## config.mk

```make
export PLATFORM = sky130hd
export DESIGN_NAME = whole_word_substring_match_core
export DESIGN_NICKNAME = d
export VERILOG_FILES = /design/src/design/wwsm_pkg.sv /design/src/design/wwsm_cfg.sv /design/src/design/wwsm_match.sv /design/src/design/whole_word_substring_match_core.sv
export SDC_FILE = /design/constraint.sdc
export NUM_CORES = 2
export LEC_CHECK = 0
export BUFFER_PORTS_ARGS = -buffer_cell sky130_fd_sc_hd__buf_2
export CAP_MARGIN = 40
export CORE_AREA = 2 2 501 304
export DETAILED_ROUTE_END_ITERATION = 10
export DIE_AREA = 0 0 503 306
export HOLD_SLACK_MARGIN = 0.08
export REMOVE_ABC_BUFFERS = 1
export SYNTH_ARGS = -nofsm -noshare
export SYNTH_HDL_FRONTEND = slang
export SYNTH_SLANG_ARGS = --single-unit
```

## constraint.sdc

```tcl
create_clock -name aclk -period 20 [get_ports aclk]
set_clock_uncertainty 0.2 [all_clocks]
set_input_delay 1 -clock aclk [delete_from_list [all_inputs] [get_ports aclk]]
set_output_delay 1 -clock aclk [all_outputs]
set_load 0.005 [all_outputs]
```

## src/design/wwsm_pkg.sv

```systemverilog
// Shared constants, types and character helpers for the whole-word substring matcher.
// No dependencies; imported by every module of the block.
package wwsm_pkg;

    localparam int NEEDLE_MAX_DEF     = 32;
    localparam int MAX_LINE_CHARS_DEF = 1000;
    localparam int NEEDLE_STORE       = 32;
    localparam int CHAR_W             = 8;
    localparam int CFG_IDX_W          = 3;
    localparam int CFG_DATA_W         = 64;
    localparam int NEEDLE_LEN_W       = 6;

    localparam logic [CHAR_W-1:0] CH_UPPER_A   = 8'h41;
    localparam logic [CHAR_W-1:0] CH_UPPER_Z   = 8'h5A;
    localparam logic [CHAR_W-1:0] CH_LOWER_A   = 8'h61;
    localparam logic [CHAR_W-1:0] CH_LOWER_Z   = 8'h7A;
    localparam logic [CHAR_W-1:0] CH_DIGIT_0   = 8'h30;
    localparam logic [CHAR_W-1:0] CH_DIGIT_9   = 8'h39;
    localparam logic [CHAR_W-1:0] CH_UNDERLINE = 8'h5F;
    localparam logic [CHAR_W-1:0] CH_AT        = 8'h40;
    localparam logic [CHAR_W-1:0] CH_DOLLAR    = 8'h24;
    localparam logic [CHAR_W-1:0] CH_HASH      = 8'h23;
    localparam logic [CHAR_W-1:0] CASE_OFFSET  = 8'h20;

    typedef enum logic [CFG_IDX_W-1:0] {
        REG_NEEDLE_LO     = 3'd0,
        REG_NEEDLE_MID_LO = 3'd1,
        REG_NEEDLE_MID_HI = 3'd2,
        REG_NEEDLE_HI     = 3'd3,
        REG_NEEDLE_LEN    = 3'd4,
        REG_MATCH_CASE    = 3'd5,
        REG_WHOLE_WORD    = 3'd6
    } wwsm_reg_t;

    typedef struct packed {
        logic                    len_ok;
        logic                    match_case;
        logic                    whole_word;
        logic [NEEDLE_LEN_W-1:0] len;
    } wwsm_mode_t;

    function automatic logic is_sep(input logic [CHAR_W-1:0] c);
        logic word;
        word = (c >= CH_UPPER_A && c <= CH_UPPER_Z) ||
               (c >= CH_LOWER_A && c <= CH_LOWER_Z) ||
               (c >= CH_DIGIT_0 && c <= CH_DIGIT_9) ||
               c == CH_UNDERLINE || c == CH_AT || c == CH_DOLLAR || c == CH_HASH;
        return !word;
    endfunction

    function automatic logic [CHAR_W-1:0] fold_char(input logic [CHAR_W-1:0] c,
                                                    input logic match_case);
        if (!match_case && c >= CH_UPPER_A && c <= CH_UPPER_Z) begin
            return c + CASE_OFFSET;
        end
        return c;
    endfunction

endpackage

```

## src/design/wwsm_cfg.sv

```systemverilog
// Configuration registers and the registered, window-aligned copy of the needle.
// Depends on wwsm_pkg.
module wwsm_cfg #(
    parameter int NEEDLE_MAX = wwsm_pkg::NEEDLE_MAX_DEF
) (
    input  logic                               aclk,
    input  logic                               aresetn,
    input  logic                               cfg_valid,
    input  logic [wwsm_pkg::CFG_IDX_W-1:0]     cfg_index,
    input  logic [wwsm_pkg::CFG_DATA_W-1:0]    cfg_data,
    output logic [NEEDLE_MAX-1:0][wwsm_pkg::CHAR_W-1:0] align,
    output logic [NEEDLE_MAX-1:0]              care,
    output logic [NEEDLE_MAX:0]                prev_sel,
    output wwsm_pkg::wwsm_mode_t               mode
);
    import wwsm_pkg::*;

    localparam int NLIM = (NEEDLE_MAX < NEEDLE_STORE) ? NEEDLE_MAX : NEEDLE_STORE;
    localparam int POS_W = 7;

    logic [3:0][CFG_DATA_W-1:0]         needle_reg;
    logic [NEEDLE_LEN_W-1:0]            len_reg;
    logic                               match_case_reg;
    logic                               whole_word_reg;

    logic [NEEDLE_MAX-1:0][CHAR_W-1:0]  align_reg, align_next;
    logic [NEEDLE_MAX-1:0]              care_reg, care_next;
    logic [NEEDLE_MAX:0]                prev_sel_reg, prev_sel_next;
    wwsm_mode_t                         mode_reg, mode_next;

    logic [NEEDLE_STORE*CHAR_W-1:0]     needle_vec;
    logic                               len_ok;

    always_ff @(posedge aclk) begin
        if (!aresetn) begin
            needle_reg     <= '0;
            len_reg        <= '0;
            match_case_reg <= 1'b0;
            whole_word_reg <= 1'b0;
        end else if (cfg_valid) begin
            unique case (cfg_index)
                REG_NEEDLE_LO:     needle_reg[0]  <= cfg_data;
                REG_NEEDLE_MID_LO: needle_reg[1]  <= cfg_data;
                REG_NEEDLE_MID_HI: needle_reg[2]  <= cfg_data;
                REG_NEEDLE_HI:     needle_reg[3]  <= cfg_data;
                REG_NEEDLE_LEN:    len_reg        <= cfg_data[NEEDLE_LEN_W-1:0];
                REG_MATCH_CASE:    match_case_reg <= cfg_data[0];
                REG_WHOLE_WORD:    whole_word_reg <= cfg_data[0];
                default: ;
            endcase
        end
    end

    assign needle_vec = needle_reg;
    assign len_ok = (len_reg != '0) && ({1'b0, len_reg} <= POS_W'(NLIM));

    // window position k holds needle char len-1-k
    for (genvar k = 0; k < NEEDLE_MAX; k++) begin : g_align
        logic [NEEDLE_LEN_W-1:0] m_idx;
        assign m_idx = len_reg - NEEDLE_LEN_W'(k) - NEEDLE_LEN_W'(1);
        assign align_next[k] = needle_vec[{m_idx[4:0], 3'b000} +: CHAR_W];
        assign care_next[k]  = len_ok && (POS_W'(k) < {1'b0, len_reg});
    end

    for (genvar k = 0; k <= NEEDLE_MAX; k++) begin : g_prev
        assign prev_sel_next[k] = ({1'b0, len_reg} == POS_W'(k));
    end

    always_comb begin
        mode_next.len_ok     = len_ok;
        mode_next.match_case = match_case_reg;
        mode_next.whole_word = whole_word_reg;
        mode_next.len        = len_reg;
    end

    always_ff @(posedge aclk) begin
        if (!aresetn) begin
            care_reg     <= '0;
            prev_sel_reg <= '0;
            mode_reg     <= '0;
        end else begin
            care_reg     <= care_next;
            prev_sel_reg <= prev_sel_next;
            mode_reg     <= mode_next;
        end
    end

    always_ff @(posedge aclk) begin
        align_reg <= align_next;
    end

    assign align    = align_reg;
    assign care     = care_reg;
    assign prev_sel = prev_sel_reg;
    assign mode     = mode_reg;

endmodule

```

## src/design/wwsm_match.sv

```systemverilog
// Parallel judge of a needle occurrence ending at the newest char of a window.
// Depends on wwsm_pkg; fed by wwsm_cfg outputs.
module wwsm_match #(
    parameter int NEEDLE_MAX = wwsm_pkg::NEEDLE_MAX_DEF,
    parameter int CNT_W      = 11
) (
    input  logic [NEEDLE_MAX:0][wwsm_pkg::CHAR_W-1:0]   window,
    input  logic [CNT_W-1:0]                            count,
    input  logic                                        follower_sep,
    input  logic [NEEDLE_MAX-1:0][wwsm_pkg::CHAR_W-1:0] align,
    input  logic [NEEDLE_MAX-1:0]                       care,
    input  logic [NEEDLE_MAX:0]                         prev_sel,
    input  wwsm_pkg::wwsm_mode_t                        mode,
    output logic                                        hit
);
    import wwsm_pkg::*;

    localparam int CMP_W = (CNT_W > NEEDLE_LEN_W) ? CNT_W : NEEDLE_LEN_W;

    logic [NEEDLE_MAX-1:0] pos_ok;
    logic [NEEDLE_MAX:0]   prev_hit;
    logic                  enough, beyond, prev_word;

    for (genvar k = 0; k < NEEDLE_MAX; k++) begin : g_cmp
        assign pos_ok[k] = !care[k] || (fold_char(window[k], mode.match_case) == align[k]);
    end

    for (genvar k = 0; k <= NEEDLE_MAX; k++) begin : g_prev
        assign prev_hit[k] = prev_sel[k] && !is_sep(window[k]);
    end

    assign enough    = CMP_W'(count) >= CMP_W'(mode.len);
    assign beyond    = CMP_W'(count) >  CMP_W'(mode.len);
    assign prev_word = |prev_hit;

    assign hit = mode.len_ok && enough && (&pos_ok) &&
                 (!mode.whole_word || ((!beyond || !prev_word) && follower_sep));

endmodule

```

## src/design/whole_word_substring_match_core.sv

```systemverilog
// Top level of the whole-word substring matcher: input register, line state, result register.
// Depends on wwsm_pkg, wwsm_cfg and wwsm_match.
//
//  channel | ports                                  | direction
//  s_      | s_valid s_ready s_line_char s_end_of_line | in, one char item
//  m_      | m_valid m_ready m_found                | out, one item per line
//  cfg_    | cfg_valid cfg_ready cfg_index cfg_data | in, register write
//
// One char item per cycle unless input is held off; an item waits in the input register,
// and the line state and result register update from parallel window compares as it leaves.
// A result is registered as the line's last char leaves the input register, later only while
// the previous result is still held.
// Reset clears all control and config state, not data registers; no clearing pass is needed.
// A stalled result only holds back an end-of-line item; cfg_valid holds off input.
module whole_word_substring_match_core #(
    parameter int NEEDLE_MAX     = wwsm_pkg::NEEDLE_MAX_DEF,
    parameter int MAX_LINE_CHARS = wwsm_pkg::MAX_LINE_CHARS_DEF
) (
    input  logic                             aclk,
    input  logic                             aresetn,
    input  logic                             s_valid,
    output logic                             s_ready,
    input  logic [wwsm_pkg::CHAR_W-1:0]      s_line_char,
    input  logic                             s_end_of_line,
    output logic                             m_valid,
    input  logic                             m_ready,
    output logic                             m_found,
    input  logic                             cfg_valid,
    output logic                             cfg_ready,
    input  logic [wwsm_pkg::CFG_IDX_W-1:0]   cfg_index,
    input  logic [wwsm_pkg::CFG_DATA_W-1:0]  cfg_data
);
    import wwsm_pkg::*;

    localparam int CNT_W = $clog2(MAX_LINE_CHARS + 1);

    logic [NEEDLE_MAX-1:0][CHAR_W-1:0] align;
    logic [NEEDLE_MAX-1:0]             care;
    logic [NEEDLE_MAX:0]               prev_sel;
    wwsm_mode_t                        mode;

    logic                              in_valid_reg;
    logic [CHAR_W-1:0]                 in_char_reg;
    logic                              in_eol_reg;

    logic [NEEDLE_MAX:0][CHAR_W-1:0]   window_reg, window_next, window_new;
    logic [CNT_W-1:0]                  chars_seen_reg, chars_seen_next, cnt_new;
    logic                              stopped_reg, stopped_next;
    logic                              pending_reg, pending_next;
    logic                              match_reg, match_next;
    logic                              out_valid_reg, out_valid_next;
    logic                              found_reg, found_next;

    logic                              advance, stop_char, follower_sep, at_max;
    logic                              hit_old, hit_new;

    wwsm_cfg #(.NEEDLE_MAX(NEEDLE_MAX)) u_cfg (
        .aclk      (aclk),
        .aresetn   (aresetn),
        .cfg_valid (cfg_valid),
        .cfg_index (cfg_index),
        .cfg_data  (cfg_data),
        .align     (align),
        .care      (care),
        .prev_sel  (prev_sel),
        .mode      (mode)
    );

    assign cfg_ready = 1'b1;

    assign advance = in_valid_reg && (!in_eol_reg || !out_valid_reg || m_ready);
    assign s_ready = (!in_valid_reg || advance) && !cfg_valid;

    always_ff @(posedge aclk) begin
        if (!aresetn) begin
            in_valid_reg <= 1'b0;
        end else if (s_ready) begin
            in_valid_reg <= s_valid;
        end else if (advance) begin
            in_valid_reg <= 1'b0;
        end
    end

    always_ff @(posedge aclk) begin
        if (s_valid && s_ready) begin
            in_char_reg <= s_line_char;
            in_eol_reg  <= s_end_of_line;
        end
    end

    assign stop_char    = (in_char_reg == '0) || in_char_reg[CHAR_W-1];
    assign follower_sep = stop_char || is_sep(in_char_reg);
    assign window_new   = {window_reg[NEEDLE_MAX-1:0], in_char_reg};
    assign cnt_new      = chars_seen_reg + CNT_W'(1);
    assign at_max       = cnt_new >= CNT_W'(MAX_LINE_CHARS);

    wwsm_match #(.NEEDLE_MAX(NEEDLE_MAX), .CNT_W(CNT_W)) u_match_old (
        .window       (window_reg),
        .count        (chars_seen_reg),
        .follower_sep (follower_sep),
        .align        (align),
        .care         (care),
        .prev_sel     (prev_sel),
        .mode         (mode),
        .hit          (hit_old)
    );

    wwsm_match #(.NEEDLE_MAX(NEEDLE_MAX), .CNT_W(CNT_W)) u_match_new (
        .window       (window_new),
        .count        (cnt_new),
        .follower_sep (1'b1),
        .align        (align),
        .care         (care),
        .prev_sel     (prev_sel),
        .mode         (mode),
        .hit          (hit_new)
    );

    always_comb begin
        window_next     = window_reg;
        chars_seen_next = chars_seen_reg;
        stopped_next    = stopped_reg;
        pending_next    = pending_reg;
        match_next      = match_reg;
        found_next      = found_reg;
        if (advance) begin
            if (!stopped_reg) begin
                match_next = match_reg || (pending_reg && hit_old);
                if (stop_char) begin
                    pending_next = 1'b0;
                    stopped_next = 1'b1;
                end else begin
                    window_next     = window_new;
                    chars_seen_next = cnt_new;
                    if (at_max) begin
                        match_next   = match_next || hit_new;
                        pending_next = 1'b0;
                        stopped_next = 1'b1;
                    end else begin
                        pending_next = 1'b1;
                    end
                end
            end
            if (in_eol_reg) begin
                // a pending check here always refers to the freshly shifted window
                found_next      = match_next || (pending_next && hit_new);
                chars_seen_next = '0;
                stopped_next    = 1'b0;
                pending_next    = 1'b0;
                match_next      = 1'b0;
            end
        end
    end

    always_comb begin
        if (advance && in_eol_reg) begin
            out_valid_next = 1'b1;
        end else if (m_ready) begin
            out_valid_next = 1'b0;
        end else begin
            out_valid_next = out_valid_reg;
        end
    end

    always_ff @(posedge aclk) begin
        if (!aresetn) begin
            chars_seen_reg <= '0;
            stopped_reg    <= 1'b0;
            pending_reg    <= 1'b0;
            match_reg      <= 1'b0;
            out_valid_reg  <= 1'b0;
        end else begin
            chars_seen_reg <= chars_seen_next;
            stopped_reg    <= stopped_next;
            pending_reg    <= pending_next;
            match_reg      <= match_next;
            out_valid_reg  <= out_valid_next;
        end
    end

    always_ff @(posedge aclk) begin
        window_reg <= window_next;
        found_reg  <= found_next;
    end

    assign m_valid = out_valid_reg;
    assign m_found = found_reg;

`ifndef SYNTHESIS
    a_stop_clears_pending: assert property (@(posedge aclk) disable iff (!aresetn)
        stopped_reg |-> !pending_reg)
        else $error("pending check left while scan is stopped");

    a_count_bounded: assert property (@(posedge aclk) disable iff (!aresetn)
        chars_seen_reg <= CNT_W'(MAX_LINE_CHARS))
        else $error("char count beyond line limit");

    a_limit_stops: assert property (@(posedge aclk) disable iff (!aresetn)
        (chars_seen_reg == CNT_W'(MAX_LINE_CHARS)) |-> stopped_reg)
        else $error("line limit reached without stopping the scan");

    a_eol_result: assert property (@(posedge aclk) disable iff (!aresetn)
        (advance && in_eol_reg) |=> (m_valid && chars_seen_reg == '0 && !stopped_reg
                                     && !match_reg))
        else $error("end of line did not post a result and clear line state");

    a_cfg_blocks_input: assert property (@(posedge aclk) disable iff (!aresetn)
        cfg_valid |-> !s_ready)
        else $error("input item taken during a register write");
`endif

endmodule
```

==> run metrics <==
Leak=0.0228 uW; Post-synth ARST share=0; final hold vios=0; starting density of the core=0.398; Area after DPL=0.0621 sq mm; DRC=0; area grow syn2layout=9.76%; Slew Limit Fails=0; design area=0.0652 sq mm; sequential area share after synthesis=0.343; EDFF count, synth=274; fmax=0.190 GHz; Power Density=65.3 mW/mm^2; Distinct cells, synth=105; mean post-synth cell area=9.90 sq um; Top FF cell, synth=dfxtp_1; die area=0.154 sq mm; min-delay worst type=primary input to flop; number of global-route vias before repair=45.9k; largest net degree at the start of global routing=125; port bufs=83; grt total ovfl=0; clock transition at the registers of the reported paths=0.07 ns; Post-CTS Setup Repair Bufs=0; CTS tree=done; first-pass GRT wire length=366 mm; CP required=20.38 ns; post-layout min period=5.26 ns; DRT Wirelength=263 mm; Post-CTS Hold Fix Bufs=0; Worst Path Arrival=5.64 ns; die span in x=503 um; # rows=110; final worst slack=14.74 ns; synthesized instance count=6007; Worst-Skew Late Latency=0.73 ns; Crit. End Element=flop; ANT nets after route=0; Final Util=0.437; number of max-cap violations=0; Syn. warnings=0; clock sink total=883; Synth Cell Area=0.0594 sq mm; clock buffer depth=3; Core Area=0.149 sq mm; First-pass DRT Iterations=9; die height=306 um; VDD IR max=0.0000584 V; worst-margin pin slew=1.03 ns; via count=51.7k; Num CTS Buffers=89; Placer Congestion=1.06; Max-slew headroom=0.316; filler instances=14.1k; synthesis-stage register bit count=883; Total Power=4260 uW; WS Path Type=flop to flop; GRT Util Overall=0.335; RSZ-0062 raised after global routing=false; H-tree Lvls=3; vias per inst=6.52; IO Pins=85; initial antenna violation count=17; NumNets Final=6017; dpl ws=14.72 ns; HPWL Detailed=207 mm; Clock Root Buffer=clkbuf_16; post_cts resized=0; Iteration-0 DRC Markers=8527; CP Launch Type=flop; Final Cycle Share=0.263; status=complete, no violations; largest fanout on the critical path=56; Fin Hold WS=0.275 ns; final setup fails=0; share of cells above drive strength 1=0.176; post-DR wirelength/cell=33.2 um
[layout by cell type (no fill, tap or decap), types with 18 or more instances in the layout]
cell       netlist  final
o31ai_1         38     37
xnor2_1        273    252
or4_1           18     18
nor4_1          48     48
nor2_1         151    151
nand3_1        107    106
o2111ai_1       21     21
nor3b_1         22     22
mux4_2         434    434
buf_4            1    101
o21ai_0        210    210
a221oi_1        19     19
nand4_1         51     51
nor2b_1         66     66
a22oi_1         22     22
a211oi_1        22     22
and3_1          35     34
a21boi_0       262    262
nand2_1       1075   1073
clkbuf_16        0     96
xnor2_2          2     20
inv_1          141    140
o211ai_1        43     43
a31oi_1         46     46
nor4b_1         19     19
a2111oi_0       23     22
mux2_2         130    130
nand3b_1        23     23
a21oi_1        163    163
o22ai_1         19     19
o41ai_1         34     31
mux2i_1        259    259
xor2_1         227    219
buf_2           14    102
and2_1          37     34
nor3_1          96     94
edfxtp_1       274    274
dfxtp_1        609    603
nand2b_1        70     70
ha_1            97     95
[logic make-up (layout without fill, tap and decap cells)]
logic type / after synthesis / count (layout) / share of synthesized area
other: 1 / 5 / 0.0000631
multiplexers: 823 / 823 / 0.233
buffers and inverters: 628 / 531 / 0.0401
AO/OA/AOI/OAI: 1162 / 1162 / 0.138
XOR/XNOR: 502 / 502 / 0.0742
AND/OR/NAND/NOR: 1911 / 1911 / 0.151
adder cells (fa/ha/maj): 97 / 97 / 0.0204
flip-flops: 883 / 883 / 0.343
[synthesized netlist by cell type (all sizes together), types with 151 or more instances]
cell    count  share of area
nand2    1075          0.068
dfxtp     609           0.21
mux4      434           0.16
clkbuf    378          0.024
xnor2     275          0.041
edfxtp    274           0.14
a21boi    263          0.033
mux2i     259          0.044
xor2      227          0.033
o21ai     223          0.019
a21oi     163          0.014
nor2      151         0.0095
[metrics by stage]
stage,TNS (ns),cells
after floorplan,-258.93,5525
after global placement,0,7716
after CTS,0,7914
after global routing,0,7926
final,0,7930
after detailed placement,0,7752
[report_power, final]
part | switching (uW) | internal [uW]
clock network | 801 | 1010
logic | 254 | 178
registers | 132 | 1890
total | 1190 | 3080
[layer usage]
metal / vias to the layer above / part of all wire / global-route usage
met1: 25810 / 0.44 / 0.513
met4: 12 / 0.037 / 0.104
li1: 21823 / - / -
met2: 3660 / 0.36 / 0.405
met5: - / 0.00029 / 0
met3: 407 / 0.16 / 0.148
[area by class of cell]
class | count | area, sq um | share of cell area
clock inverter | 40 | 399 | 0.00612
sequential | 883 | 20400 | 0.313
inverter | 146 | 548 | 0.00840
clock buffer | 122 | 2650 | 0.0406
tap | 2016 | 2520 | 0.0387
multi-input combinational | 4496 | 37000 | 0.568
timing repair buffer | 223 | 1650 | 0.0253
antenna | 4 | 10.0 | 0.000153
[final timing paths]
check	cells past startpoint	from	slack [ns]	endpoint
worst min register to register	1	u_cfg.whole_word_reg	0.31	u_cfg.mode[6]
worst max-delay path	9	u_cfg.len_reg[0]	14.74	u_cfg.align[177]
worst min-delay path	1	s_line_char[4]	0.28	in_char_reg[4]
worst max register to register	9	u_cfg.len_reg[0]	14.74	u_cfg.align[177]
[worst max-delay path, stage by stage (launching register included)]
cell and delay [ns]:
dfxtp_4 0.40, buf_16 0.31, clkinv_1 0.44, ha_4 0.78, buf_4 0.71, buf_4 0.76, mux4_2 0.63, nand2_1 0.10
nand2_1 0.12, mux4_2 0.53
No activity file was read; power rests on OpenSTA's default activity.
